`src/sv/bcm_pkg.sv`:
```
`default_nettype none

package bcm_pkg;

  localparam int ADC_BITS_DEFAULT = 12;

  // Field and register widths
  localparam int VOLT_W     = 16;
  localparam int PCT_W      = 7;
  localparam int POWER_W    = 24;
  localparam int BSCALE_W   = 20;
  localparam int SCALE_W    = 24;
  localparam int CFG_DATA_W = 24;
  localparam int CFG_IDX_W  = 2;

  // Shared multiplier
  localparam int MUL_W  = 32;
  localparam int PROD_W = 2 * MUL_W;

  // Rounded voltage sum before the divide by 100: (v >> 16) + 99 * avg + 50
  localparam int QSUM_W = 24;
  localparam int QBASE_W = 23;
  // Weighted percent sum 5 * p + 95 * prev
  localparam int PSUM_W = 14;

  // Divide by 100 as multiply by ceil(2^38 / 100) and shift; exact below 2^31
  localparam logic [MUL_W-1:0] RECIP_100 = 32'd2748779070;
  localparam int RECIP_SHIFT = 38;

  // Motor term reaches the power limit once (v * m) >> 32 hits 100 * 2^24
  localparam logic [PROD_W-1:0] MOTOR_SAT_T = 64'd1677721600;

  localparam logic [VOLT_W-1:0]  VOLT_MAX  = 16'hFFFF;
  localparam logic [POWER_W-1:0] POWER_MAX = 24'hFFFFFF;
  localparam logic [VOLT_W-1:0]  LUT_LOW   = 16'd1350;
  localparam logic [VOLT_W-1:0]  LUT_HIGH  = 16'd1619;
  localparam int LUT_DEPTH = 270;
  localparam int LUT_IDX_W = $clog2(LUT_DEPTH);

  localparam logic [PCT_W-1:0] PCT_FULL = 7'd100;
  localparam logic [PCT_W-1:0] PCT_EMPTY = 7'd0;

  localparam logic [BSCALE_W-1:0] BATTERY_SCALE_RESET = 20'd26214;
  localparam logic [SCALE_W-1:0]  RAIL_SCALE_RESET    = 24'd65536;
  localparam logic [SCALE_W-1:0]  MOTOR_SCALE_RESET   = 24'd65536;

  typedef enum logic [CFG_IDX_W-1:0] {
    REG_BATTERY_SCALE,
    REG_RAIL_POWER_SCALE,
    REG_MOTOR_CURRENT_SCALE
  } cfg_reg_t;

  typedef struct packed {
    logic [VOLT_W-1:0] volt;
    logic [PCT_W-1:0]  pct;
  } bcm_state_t;

  localparam bcm_state_t STATE_RESET = '{volt: 16'd1700, pct: 7'd100};

  typedef enum logic [3:0] {
    ST_IDLE,
    ST_SCALE,
    ST_RAIL,
    ST_MOTOR,
    ST_DIV_VOLT,
    ST_PART0,
    ST_PART1,
    ST_PART2,
    ST_PART3,
    ST_DIV_PCT,
    ST_DIV_MOTOR,
    ST_FINISH
  } seq_state_t;

  // State of charge for 13.50 V .. 16.19 V, one entry per centivolt
  localparam logic [PCT_W-1:0] SOC_ROM [LUT_DEPTH] = '{
    7'd0,  7'd0,  7'd0,  7'd0,  7'd0,  7'd1,  7'd1,  7'd1,  7'd1,  7'd1,
    7'd1,  7'd1,  7'd1,  7'd2,  7'd2,  7'd2,  7'd2,  7'd2,  7'd2,  7'd2,
    7'd3,  7'd3,  7'd3,  7'd3,  7'd3,  7'd3,  7'd4,  7'd4,  7'd4,  7'd4,
    7'd4,  7'd4,  7'd4,  7'd5,  7'd5,  7'd5,  7'd5,  7'd5,  7'd6,  7'd6,
    7'd6,  7'd6,  7'd6,  7'd6,  7'd7,  7'd7,  7'd7,  7'd7,  7'd7,  7'd8,
    7'd8,  7'd8,  7'd8,  7'd8,  7'd9,  7'd9,  7'd9,  7'd9,  7'd9,  7'd10,
    7'd10, 7'd10, 7'd10, 7'd11, 7'd11, 7'd11, 7'd11, 7'd12, 7'd12, 7'd12,
    7'd12, 7'd12, 7'd13, 7'd13, 7'd13, 7'd14, 7'd14, 7'd14, 7'd14, 7'd15,
    7'd15, 7'd15, 7'd16, 7'd16, 7'd16, 7'd17, 7'd17, 7'd17, 7'd18, 7'd18,
    7'd18, 7'd18, 7'd19, 7'd19, 7'd19, 7'd20, 7'd20, 7'd21, 7'd21, 7'd21,
    7'd22, 7'd22, 7'd23, 7'd23, 7'd24, 7'd24, 7'd24, 7'd25, 7'd25, 7'd26,
    7'd26, 7'd27, 7'd27, 7'd28, 7'd28, 7'd29, 7'd29, 7'd30, 7'd30, 7'd31,
    7'd31, 7'd32, 7'd33, 7'd33, 7'd34, 7'd34, 7'd35, 7'd36, 7'd36, 7'd37,
    7'd38, 7'd38, 7'd39, 7'd40, 7'd41, 7'd42, 7'd42, 7'd43, 7'd44, 7'd45,
    7'd46, 7'd47, 7'd48, 7'd51, 7'd52, 7'd54, 7'd55, 7'd57, 7'd59, 7'd61,
    7'd63, 7'd66, 7'd70, 7'd74, 7'd75, 7'd77, 7'd79, 7'd80, 7'd81, 7'd82,
    7'd83, 7'd83, 7'd84, 7'd85, 7'd85, 7'd85, 7'd86, 7'd86, 7'd87, 7'd87,
    7'd87, 7'd88, 7'd88, 7'd88, 7'd89, 7'd89, 7'd89, 7'd89, 7'd90, 7'd90,
    7'd90, 7'd90, 7'd90, 7'd91, 7'd91, 7'd91, 7'd91, 7'd92, 7'd92, 7'd92,
    7'd92, 7'd92, 7'd93, 7'd93, 7'd93, 7'd93, 7'd93, 7'd93, 7'd94, 7'd94,
    7'd94, 7'd94, 7'd94, 7'd94, 7'd94, 7'd95, 7'd95, 7'd95, 7'd95, 7'd95,
    7'd95, 7'd95, 7'd95, 7'd96, 7'd96, 7'd96, 7'd96, 7'd96, 7'd96, 7'd96,
    7'd96, 7'd97, 7'd97, 7'd97, 7'd97, 7'd97, 7'd97, 7'd97, 7'd97, 7'd97,
    7'd97, 7'd97, 7'd98, 7'd98, 7'd98, 7'd98, 7'd98, 7'd98, 7'd98, 7'd98,
    7'd98, 7'd98, 7'd99, 7'd99, 7'd99, 7'd99, 7'd99, 7'd99, 7'd99, 7'd99,
    7'd99, 7'd99, 7'd99, 7'd99, 7'd99, 7'd99, 7'd99, 7'd99, 7'd100, 7'd100,
    7'd100, 7'd100, 7'd100, 7'd100, 7'd100, 7'd100, 7'd100, 7'd100, 7'd100, 7'd100
  };

  function automatic logic [PCT_W-1:0] soc_of(input logic [VOLT_W-1:0] cv);
    logic [LUT_IDX_W-1:0] idx;
    idx = LUT_IDX_W'(cv - LUT_LOW);
    if (cv > LUT_HIGH) begin
      return PCT_FULL;
    end else if (cv < LUT_LOW) begin
      return PCT_EMPTY;
    end
    return SOC_ROM[idx];
  endfunction

endpackage

`default_nettype wire

```
`src/sv/bcm_state_store.sv`:
```
`default_nettype none

module bcm_state_store (
  input  wire logic                clk,
  input  wire logic                rst,
  input  wire logic                rd,
  input  wire logic                wr,
  input  wire bcm_pkg::bcm_state_t wr_data,
  output bcm_pkg::bcm_state_t      rd_data
);
  import bcm_pkg::*;

  bcm_state_t mem [1];
  bcm_state_t mem_q;
  logic       written;
  logic       q_written;

  // Until the first write the entry reads as the reset averages.
  always_ff @(posedge clk) begin
    if (rst) begin
      written   <= 1'b0;
      q_written <= 1'b0;
    end else begin
      if (wr) begin
        written <= 1'b1;
      end
      if (rd) begin
        q_written <= written;
      end
    end
  end

  always_ff @(posedge clk) begin
    if (wr) begin
      mem[0] <= wr_data;
    end
    if (rd) begin
      mem_q <= mem[0];
    end
  end

  assign rd_data = q_written ? mem_q : STATE_RESET;

endmodule

`default_nettype wire

```
`src/sv/battery_charge_monitor.sv`:
```
// Battery charge monitor: filtered voltage, averaged charge and total power.
// The one shared 32x32 multiplier issues ten products in sequence for each word;
// a new word is taken in only once the last one has reached the output register.
// Reset: rst clears control, restores the scale registers to their defaults
// and marks the state store unwritten, so it reads 17.00 V and 100 percent.
`default_nettype none

module battery_charge_monitor #(
  parameter int ADC_BITS = bcm_pkg::ADC_BITS_DEFAULT
) (
  input  wire logic                              clk,
  input  wire logic                              rst,
  // configuration
  input  wire logic                              cfg_write,
  input  wire logic [bcm_pkg::CFG_IDX_W-1:0]     cfg_index,
  input  wire logic [bcm_pkg::CFG_DATA_W-1:0]    cfg_data,
  // input channel
  input  wire logic                              in_valid,
  output logic                                   in_stall,
  input  wire logic [ADC_BITS-1:0]               battery_code,
  input  wire logic [ADC_BITS-1:0]               rail_code,
  input  wire logic [ADC_BITS-1:0]               motor_code,
  // output channel
  output logic                                   out_valid,
  input  wire logic                              out_stall,
  output logic [bcm_pkg::VOLT_W-1:0]             filtered_voltage,
  output logic [bcm_pkg::PCT_W-1:0]              charge_percent,
  output logic [bcm_pkg::POWER_W-1:0]            power_mw
);
  import bcm_pkg::*;

  // v = battery_code * battery_scale, m = motor_code * motor_current_scale
  localparam int VW = ADC_BITS + BSCALE_W;
  localparam int MW = ADC_BITS + SCALE_W;
  localparam int AW = VW + MW;
  localparam int TW = AW - MUL_W;

  // Scale registers
  logic [BSCALE_W-1:0] battery_scale;
  logic [SCALE_W-1:0]  rail_power_scale;
  logic [SCALE_W-1:0]  motor_current_scale;

  always_ff @(posedge clk) begin
    if (rst) begin
      battery_scale       <= BATTERY_SCALE_RESET;
      rail_power_scale    <= RAIL_SCALE_RESET;
      motor_current_scale <= MOTOR_SCALE_RESET;
    end else if (cfg_write) begin
      case (cfg_index)
        REG_BATTERY_SCALE:       battery_scale <= cfg_data[BSCALE_W-1:0];
        REG_RAIL_POWER_SCALE:    rail_power_scale <= cfg_data[SCALE_W-1:0];
        REG_MOTOR_CURRENT_SCALE: motor_current_scale <= cfg_data[SCALE_W-1:0];
        default: ;  // unknown index: drop the write
      endcase
    end
  end

  // Sequencer and datapath registers
  seq_state_t state, state_next;

  logic [ADC_BITS-1:0] bcode, rcode, mcode;
  logic [QBASE_W-1:0]  qbase;    // 99 * avg + 50
  logic [QSUM_W-1:0]   qsum;     // (v >> 16) + qbase
  logic [VW-1:0]       v;
  logic [MW-1:0]       m;
  logic [AW-1:0]       acc;      // v * m, built from four partial products
  logic [POWER_W-1:0]  rail;
  logic [VOLT_W-1:0]   avg_new;
  logic [PSUM_W-1:0]   psum;     // 5 * p + 95 * prev
  logic [PCT_W-1:0]    pct_new;
  logic                motor_sat;

  logic [MUL_W-1:0]  mul_a, mul_b;
  logic [PROD_W-1:0] prod;

  logic [PROD_W-1:0] v_wide, m_wide;
  logic [TW-1:0]     t_hi;
  logic [POWER_W:0]  power_sum;
  logic              in_accept;
  logic              fin_go;

  bcm_state_t st_rd_data;
  bcm_state_t st_wr_data;
  logic       st_rd;
  logic       st_wr;

  assign v_wide    = PROD_W'(v);
  assign m_wide    = PROD_W'(m);
  assign t_hi      = acc[AW-1:MUL_W];
  assign in_accept = in_valid && !in_stall;
  // The finishing step waits only while an earlier result is still held.
  assign fin_go    = !out_valid || !out_stall;

  // Next state
  always_comb begin
    state_next = state;
    unique case (state)
      ST_IDLE:      if (in_accept) state_next = ST_SCALE;
      ST_SCALE:     state_next = ST_RAIL;
      ST_RAIL:      state_next = ST_MOTOR;
      ST_MOTOR:     state_next = ST_DIV_VOLT;
      ST_DIV_VOLT:  state_next = ST_PART0;
      ST_PART0:     state_next = ST_PART1;
      ST_PART1:     state_next = ST_PART2;
      ST_PART2:     state_next = ST_PART3;
      ST_PART3:     state_next = ST_DIV_PCT;
      ST_DIV_PCT:   state_next = ST_DIV_MOTOR;
      ST_DIV_MOTOR: state_next = ST_FINISH;
      ST_FINISH:    if (fin_go) state_next = ST_IDLE;
      default:      state_next = ST_IDLE;
    endcase
  end

  always_ff @(posedge clk) begin
    if (rst) begin
      state <= ST_IDLE;
    end else begin
      state <= state_next;
    end
  end

  // Sequencer outputs: multiplier operands and state store strobes.
  // Each step from ST_SCALE to ST_DIV_MOTOR issues one product; the following step consumes it from prod.
  always_comb begin
    mul_a    = '0;
    mul_b    = '0;
    in_stall = 1'b1;
    st_rd    = 1'b0;
    st_wr    = 1'b0;
    unique case (state)
      ST_IDLE: begin
        in_stall = 1'b0;
        st_rd    = in_valid;
      end
      ST_SCALE: begin
        mul_a = MUL_W'(bcode);
        mul_b = MUL_W'(battery_scale);
      end
      ST_RAIL: begin
        mul_a = MUL_W'(rcode);
        mul_b = MUL_W'(rail_power_scale);
      end
      ST_MOTOR: begin
        mul_a = MUL_W'(mcode);
        mul_b = MUL_W'(motor_current_scale);
      end
      ST_DIV_VOLT: begin
        mul_a = MUL_W'(qsum);
        mul_b = RECIP_100;
      end
      ST_PART0: begin
        mul_a = v_wide[MUL_W-1:0];
        mul_b = m_wide[MUL_W-1:0];
      end
      ST_PART1: begin
        mul_a = v_wide[MUL_W-1:0];
        mul_b = m_wide[PROD_W-1:MUL_W];
      end
      ST_PART2: begin
        mul_a = v_wide[PROD_W-1:MUL_W];
        mul_b = m_wide[MUL_W-1:0];
      end
      ST_PART3: begin
        mul_a = v_wide[PROD_W-1:MUL_W];
        mul_b = m_wide[PROD_W-1:MUL_W];
      end
      ST_DIV_PCT: begin
        mul_a = MUL_W'(psum);
        mul_b = RECIP_100;
      end
      ST_DIV_MOTOR: begin
        mul_a = MUL_W'(t_hi);
        mul_b = RECIP_100;
      end
      ST_FINISH: begin
        st_wr = fin_go;
      end
      default: ;
    endcase
  end

  // Shared multiplier; hold the last product while the result waits
  always_ff @(posedge clk) begin
    if (state != ST_FINISH) begin
      prod <= mul_a * mul_b;
    end
  end

  // Datapath: each step after ST_SCALE consumes the product issued by the step before it
  always_ff @(posedge clk) begin
    unique case (state)
      ST_IDLE: begin
        if (in_accept) begin
          bcode <= battery_code;
          rcode <= rail_code;
          mcode <= motor_code;
        end
      end
      ST_SCALE: begin
        // stored average is valid from the read issued at accept
        qbase <= QBASE_W'(st_rd_data.volt) * QBASE_W'(99) + QBASE_W'(50);
      end
      ST_RAIL: begin
        v    <= VW'(prod);
        qsum <= QSUM_W'(prod >> 16) + QSUM_W'(qbase);
      end
      ST_MOTOR: begin
        rail <= POWER_W'(prod >> 16);
      end
      ST_DIV_VOLT: begin
        m <= MW'(prod);
      end
      ST_PART0: begin
        // saturate the rounded average to 16 bits
        if ((prod >> RECIP_SHIFT) > PROD_W'(VOLT_MAX)) begin
          avg_new <= VOLT_MAX;
        end else begin
          avg_new <= VOLT_W'(prod >> RECIP_SHIFT);
        end
      end
      ST_PART1: begin
        acc  <= AW'(prod);
        psum <= PSUM_W'(soc_of(avg_new)) * PSUM_W'(5)
              + PSUM_W'(st_rd_data.pct) * PSUM_W'(95);
      end
      ST_PART2, ST_PART3: begin
        acc <= acc + (AW'(prod) << MUL_W);
      end
      ST_DIV_PCT: begin
        acc <= acc + (AW'(prod) << PROD_W);
      end
      ST_DIV_MOTOR: begin
        pct_new   <= PCT_W'(prod >> RECIP_SHIFT);
        motor_sat <= PROD_W'(t_hi) >= MOTOR_SAT_T;
      end
      ST_FINISH: ;
      default: ;
    endcase
  end

  // Rail power plus motor term; the motor term is below 2^24 unless flagged
  assign power_sum = (POWER_W+1)'(rail) + (POWER_W+1)'(POWER_W'(prod >> RECIP_SHIFT));

  // Output register: hold the word until the sink takes it
  always_ff @(posedge clk) begin
    if (rst) begin
      out_valid <= 1'b0;
    end else if (state == ST_FINISH && fin_go) begin
      out_valid <= 1'b1;
    end else if (!out_stall) begin
      out_valid <= 1'b0;
    end
  end

  always_ff @(posedge clk) begin
    if (state == ST_FINISH && fin_go) begin
      filtered_voltage <= avg_new;
      charge_percent   <= pct_new;
      if (motor_sat || power_sum[POWER_W]) begin
        power_mw <= POWER_MAX;
      end else begin
        power_mw <= power_sum[POWER_W-1:0];
      end
    end
  end

  // Averages live in a one-entry synchronous store: read at accept,
  // written back as the word finishes, so read and write never overlap.
  assign st_wr_data = '{volt: avg_new, pct: pct_new};

  bcm_state_store u_state (
    .clk     (clk),
    .rst     (rst),
    .rd      (st_rd),
    .wr      (st_wr),
    .wr_data (st_wr_data),
    .rd_data (st_rd_data)
  );

  // The averaged charge never leaves 0..100
  a_pct_range: assert property (@(posedge clk) disable iff (rst)
    out_valid |-> charge_percent <= PCT_FULL)
    else $error("charge percent above 100");

  // Every accepted word walks the full sequence to the finishing step
  a_seq_len: assert property (@(posedge clk) disable iff (rst)
    in_accept |=> ##10 (state == ST_FINISH))
    else $error("sequencer skipped a step");

  // No word is taken in while the averages are being written back
  a_store_interlock: assert property (@(posedge clk) disable iff (rst)
    in_accept |-> !st_wr)
    else $error("accept collides with state write-back");

endmodule

`default_nettype wire
```
`config.mk`:
```
export PLATFORM = sky130hd
export DESIGN_NAME = battery_charge_monitor
export DESIGN_NICKNAME = d
export VERILOG_FILES = /design/src/sv/bcm_pkg.sv /design/src/sv/bcm_state_store.sv /design/src/sv/battery_charge_monitor.sv
export SDC_FILE = /design/constraint.sdc
export NUM_CORES = 2
export LEC_CHECK = 0
export BUFFER_PORTS_ARGS = -buffer_cell sky130_fd_sc_hd__buf_2
export CORE_ASPECT_RATIO = 0.9
export CORE_MARGIN = 2
export CORE_UTILIZATION = 40
export CTS_BUF_LIST = sky130_fd_sc_hd__clkbuf_4
export DETAILED_ROUTE_END_ITERATION = 16
export GPL_TIMING_DRIVEN = 1
export PLACE_DENSITY = 0.63
export SLEW_MARGIN = 20
export SYNTH_ARGS = -nofsm -noshare
export SYNTH_HDL_FRONTEND = slang
export SYNTH_SLANG_ARGS = --single-unit
```
`constraint.sdc`:
```
create_clock -name clk -period 20.1 [get_ports clk]
set_input_delay 2.01 -clock clk [delete_from_list [all_inputs] [get_ports clk]]
set_output_delay 2.01 -clock clk [all_outputs]
set_load 0.1 [all_outputs]
```
* Word-level counts from Yosys, hierarchy flattened
Memory sizes are Yosys's and may differ from the RTL's. A register that Yosys moved wholly into a read port is not among the register bits. Index checks and enable logic that the tools add are counted.
Word-level totals: register bits 467, RAM bits 23, memory bits (read-only) 3584, bits of input ports 67, output and inout bits 49, logic and storage cells 102, memories kept 2
Memories:
- (no name shown) | words 512, width 7, read ports 1, clocked after memory_dff 0, wr ports 0, RTL line bcm_pkg.sv:114 | return SOC_ROM[idx];
- u_state.mem | words 1, width 23, read ports 1, clocked after memory_dff 1, wr ports 1, RTL line bcm_state_store.sv:13 | bcm_state_t mem [1];
Cells by class: add/sub/neg operators 7, $mul 4, magnitude comparators 5, equal/unequal tests 17, multiplexer cells 23, bitwise operators 1, reduce and logical (&&, ||, !) cells 19
Operators with widths (number):
- 32-bit case mux with 7 select lines | 1
- 68-bit case mux with 3 select lines | 1
- 32-bit case mux with 6 select lines | 1
- 68-bit adder | 2
- 32-bit by 32-bit multiplier with 64-bit output | 1
- 4-bit case mux with 12 select lines | 1
- 7-bit 2-to-1 mux | 6
- 36-bit by 31-bit greater-or-equal comparator with 1-bit output, second input constant | 1
- 26-bit by 16-bit > comparator with 1-bit output, second input constant | 1
- 24-bit by 24-bit adder with 25-bit output | 1
- 24-bit by 23-bit adder with 24-bit output | 1
- 23-bit by 6-bit adder with 23-bit output, second input constant | 1
- 16-bit by 7-bit multiplier with 23-bit output, second input constant | 1
- 23-bit 2-to-1 mux | 1
- 4-bit by 3-bit equality test with 1-bit output, second input constant | 4
- 4-bit equality test, second input constant | 4
- 16-bit by 11-bit > comparator with 1-bit output, second input constant | 1
- 16-bit by 11-bit < comparator with 1-bit output, second input constant | 1
- 10-bit by 14-bit adder with 14-bit output | 1
- 7-bit by 7-bit multiplier with 14-bit output, second input constant | 1
- 10-bit greater-or-equal comparator, second input constant | 1
- 7-bit by 3-bit multiplier with 10-bit output, second input constant | 1
- 1-bit 2-to-1 mux | 10
- 9-bit NOT with 10-bit output | 1
- other kinds (18) | 31

* Logic depth before layout (Yosys ltp)
depth in word-level cells 9, mapped depth 37, depth with buffers taken out 33

* By module
From an unflattened synthesis, not the netlist that was laid out.
Unflattened totals: cells, all modules 6141, area total of the unflattened synthesis 58668.8 µm²
Modules (own cells, without submodules):
- battery_charge_monitor | times used 1, cells an instance 6064, area an instance 57064.7 µm², seq. area each 12271.8 µm²
- bcm_state_store | times used 1, cells an instance 77, area an instance 1604.0 µm², seq. area each 1421.4 µm²

* Worst setup path after synthesis
No wires, ideal clock.
kind register to register, start point reg state[1], end point reg prod[62] (data pin), library setup time 258 ps, arrival time 10213 ps, required time 19842 ps, setup slack 9629 ps, cell stages (with the launch flop) 32, path buffers 4, period minus slack after synthesis 10471 ps, cell sequence dfxtp_1 > clkbuf_1 > nand2b_1 > nor3_1 > clkbuf_1 > a22oi_1 > nand3_1 > clkbuf_1 > nand2_1 > fa_1 > fa_1 > inv_1 > fa_1 > fa_1 > fa_1 > fa_1 > fa_1 > inv_1 > fa_1 > inv_1 > ha_1 > clkbuf_1 > a21o_1 > a21o_1 > a21oi_1 > o21ai_1 > a2111oi_0 > nor4_1 > a211oi_2 > o211ai_1 > a21oi_1 > xnor2_1
Between the ends: longest elaborated chain between the ends 4, elaborated cells on any way between the ends 17, classes of those cells 1 x mul; 10 x eq/ne; 2 x mux; 4 x reduce/logical
RTL lines:
- from (decl) | RTL line battery_charge_monitor.sv:59 | seq_state_t state, state_next;
- from (signal assigned) | RTL line battery_charge_monitor.sv:118 | state <= state_next;
- 4-bit equality test / 4-bit by 3-bit equality test with 1-bit output (equally long branches) | RTL line battery_charge_monitor.sv:130 | unique case (state)
- 3-bit OR reduction (no line) / 2-bit OR reduction (equally long branches)
- 32-bit case mux with 6 select lines / 32-bit case mux with 7 select lines (equally long branches) | RTL line battery_charge_monitor.sv:130
- 32-bit by 32-bit multiplier with 64-bit output * | RTL line battery_charge_monitor.sv:185 | prod <= mul_a * mul_b;
- to (signal assigned) | RTL line battery_charge_monitor.sv:185
- to (decl) | RTL line battery_charge_monitor.sv:74 | logic [PROD_W-1:0] prod;
Every way passes the cells marked *; elsewhere a longest branch is shown, timed or not. A chain may end at the register's enable or synchronous reset.

* Worst setup path after layout
start point reg state[3], end point reg prod[52] (data pin)
The elaborated chain is that of the path after synthesis.

==> reports/qor.csv <==
metric,value,unit
CTS tree,built,
post-route clock skew,0.126,ns
Synth cell types,82,
final setup fails,0,
Async SR Flop Fraction,0,
Reg-to-Reg Start,state[3],
Max-Cap Viols,0,
Initial Util,0.403,
share of layout cells above drive strength 1,0.0801,
Post-synth EDFFs,383,
Hold Crit Start,pct_new[2],
PortBufs,115,
dpl hpwl,150,mm
final hold vios,0,
Synth Cell Area,57900,µm²
core area,144000,µm²
Post-CTS Setup Inserts,0,
CP most frequent cell,fa_1,
VDD IR max,0.0512,mV
via count,45813,
slack of the worst reg-to-reg path,9.58,ns
hold buffer count at cts,0,
clock root buffer,clkbuf_4,
Vias/cell,5.58,
P_int,1.81,mW
Critical Path Stages,34,
Worst Setup SP,state[3],
placed cell count,8020,
Post-Route WL,199,mm
PwrDens,48.1,nW/µm²
crit path to,prod[52],
P_leak,29.1,nW
Synth Warn #,0,
Area growth syn-to-layout,7.54,%
Syn Area/Cell,9.42,µm²
post_cts resized,0,
Sw Share,0.395,
Worst-Skew Late Latency,1.00,ns
critical path required time,20.72,ns
initial antenna violation count,18,
drt first pass iters,9,
post-synthesis register bit count,458,
clock buffer depth,3,
DRC viols,0,
"commonest non-fill, non-tap cell in the layout",inv_1,
Slew HR,0.181,
# nets final,7683,
Crit Path Max Fanout,61,
"Seq/Total Area, Yosys",0.224,
setup TNS after final layout,0,ns
Worst EP arrival,11.14,ns
largest net degree at the start of global routing,75,
I/O pin cnt,116,
"Clk pin slew, worst setup/hold paths",0.07,ns
top_reg_cell synth,edfxtp_1,
chip height,365,µm
fillers,13923,
Logic pwr share,0.338,
Max Slew Vio Count,0,
worst r2r dst,prod[52],
"delay-heaviest family, CP",adder cells,
TritonCTS buffer count,112,
HP Class,reg -> reg,
Post-Layout Cell Count,8215,
Die W,405,µm
H-tree depth,3,
gate count of the mapped netlist,6150,
vias in the first global route,46668,
gr ovfl total,0,
highest-count cells in the layout ignoring fill and taps,"inv_1, fa_1, nand2_1, nor2_1, ha_1",
Syn Nets,7642,
measured slew at the worst slew-check pin,1.23,ns
Seq pwr share,0.404,
"Largest stage delay, worst path",0.60,ns
clk sinks,458,
R2R depth,34,
fmax,95.0,MHz
routability cong.,0.970,
die area,148000,µm²
Crit path buffers/inverters,9,
Crit-path slowest cell,dfxtp_1,
clock share of power,0.258,
Psw,1.18,mW
first-pass GRT wire length,297,mm
final worst path period need,10.52,ns
average wire per standard cell,24.2,µm
final worst-path cycle share,0.523,
Final ANT Viol Nets,0,
GRT Util Overall,0.271,
unrepaired setup endpoints after global routing,false,
Iter 0 DRT Violations,4945,
crit path kind,reg -> reg,
row cnt,132,
Setup crit start kind,register,
status,"finished, final reports clean",
crit end category,register,
worst hold slack,0.445,ns
[cell families after synthesis]
kind of cell / after synthesis / synth area share
buffers and inverters: 1397 / 0.0906
AND/OR/NAND/NOR: 1893 / 0.138
XOR/XNOR: 162 / 0.0245
AO/OA/AOI/OAI: 807 / 0.0901
multiplexers: 8 / 0.00140
adder cells (fa/ha/maj): 1425 / 0.431
flip-flops: 458 / 0.224
[cell usage after synthesis (all sizes together), types with 22 or more instances]
library cell  number  area [µm²]
xor2              53         464
a21oi            258        1300
a211oi            29         228
edfxtp           383       11500
o21ai            135         676
nor2b             27         169
a21o              88         661
o21bai            36         270
ha               472        5910
nand4             28         175
xnor2            109         955
and3              28         175
nor3              50         255
and2              27         169
dfxtp             75        1500
nand2b            40         250
a22oi             91         683
clkbuf           289        1080
inv             1093        4100
nand2            810        3040
or2               46         288
o21a              22         165
nand3             76         385
fa               953       19100
nor2             704        2640
[metrics by stage]
stage / area [µm²] / utilization / setup slack, ns / power, mW
floorplan: 57900 / - / 9.63 / 1.80
global placement: 60900 / 0.423 / 9.88 / 2.20
detailed placement: 60900 / 0.423 / 9.75 / 2.21
CTS: 62300 / 0.433 / 9.63 / 2.98
global route: 62300 / 0.433 / 8.97 / 3.13
finish: 62300 / 0.433 / 9.58 / 3.00
[power by group through the flow]
stage / logic [mW] / clock network, mW / registers (mW)
6_report: 1.01 / 0.773 / 1.21
3_5_place_dp: 0.982 / 0 / 1.22
5_1_grt: 1.09 / 0.831 / 1.21
2_1_floorplan: 0.625 / 0 / 1.17
3_3_place_gp: 0.972 / 0 / 1.23
4_1_cts: 0.990 / 0.786 / 1.21
[layout make-up]
cell class              count  area [µm²]  area share
well taps                1943        2430      0.0390
inverters                1093        4100      0.0658
clock inverters            32         196     0.00315
flip-flops and latches    458       13000       0.209
repair buffers            231        1450      0.0233
clock buffers             156        1170      0.0188
multi-input cells        4295       39900       0.641
diodes                      7        17.5    0.000281
[how the worst min path moves through the flow]
stage / endpoint / slack [ns] / depth (start not counted)
floorplan: charge_percent[0] / 0.40 / 0
global placement: filtered_voltage[13] / 0.43 / 0
detailed placement: filtered_voltage[14] / 0.44 / 0
CTS: charge_percent[2] / 0.45 / 0
global route: charge_percent[2] / 0.45 / 0
finish: charge_percent[2] / 0.44 / 0
[worst register-to-register path, delay by kind of cell (launching register included)]
family | cells | cell delay, ns
fa+ha+maj | 9 | 4.41
compound gates | 7 | 2.12
simple gates | 8 | 1.57
buf+inv | 9 | 1.40
flops | 1 | 0.60
xor+xnor | 1 | 0.08
[sequential cells by signal, indices dropped and copies added, names as in the netlist, 6 cells and up]
register             flops
motor_current_scale     24
m                       36
rcode                   12
avg_new                 16
power_mw                24
v                       32
bcode                   12
pct_new                  7
filtered_voltage        15
rail_power_scale        24
qbase                   23
charge_percent           6
u_state.mem_q           23
qsum                    24
rail                    24
psum                    14
battery_scale           20
prod                    64
mcode                   12
acc                     36
[layer usage]
metal  track usage  share of wire  up-vias
met1         0.376           0.41    23123
li1              -              -    19598
met3        0.0682           0.12      506
met4         0.110          0.047        4
met2         0.404           0.43     2582
met5             0        0.00079        -
No activity file was read; power rests on OpenSTA's default activity.
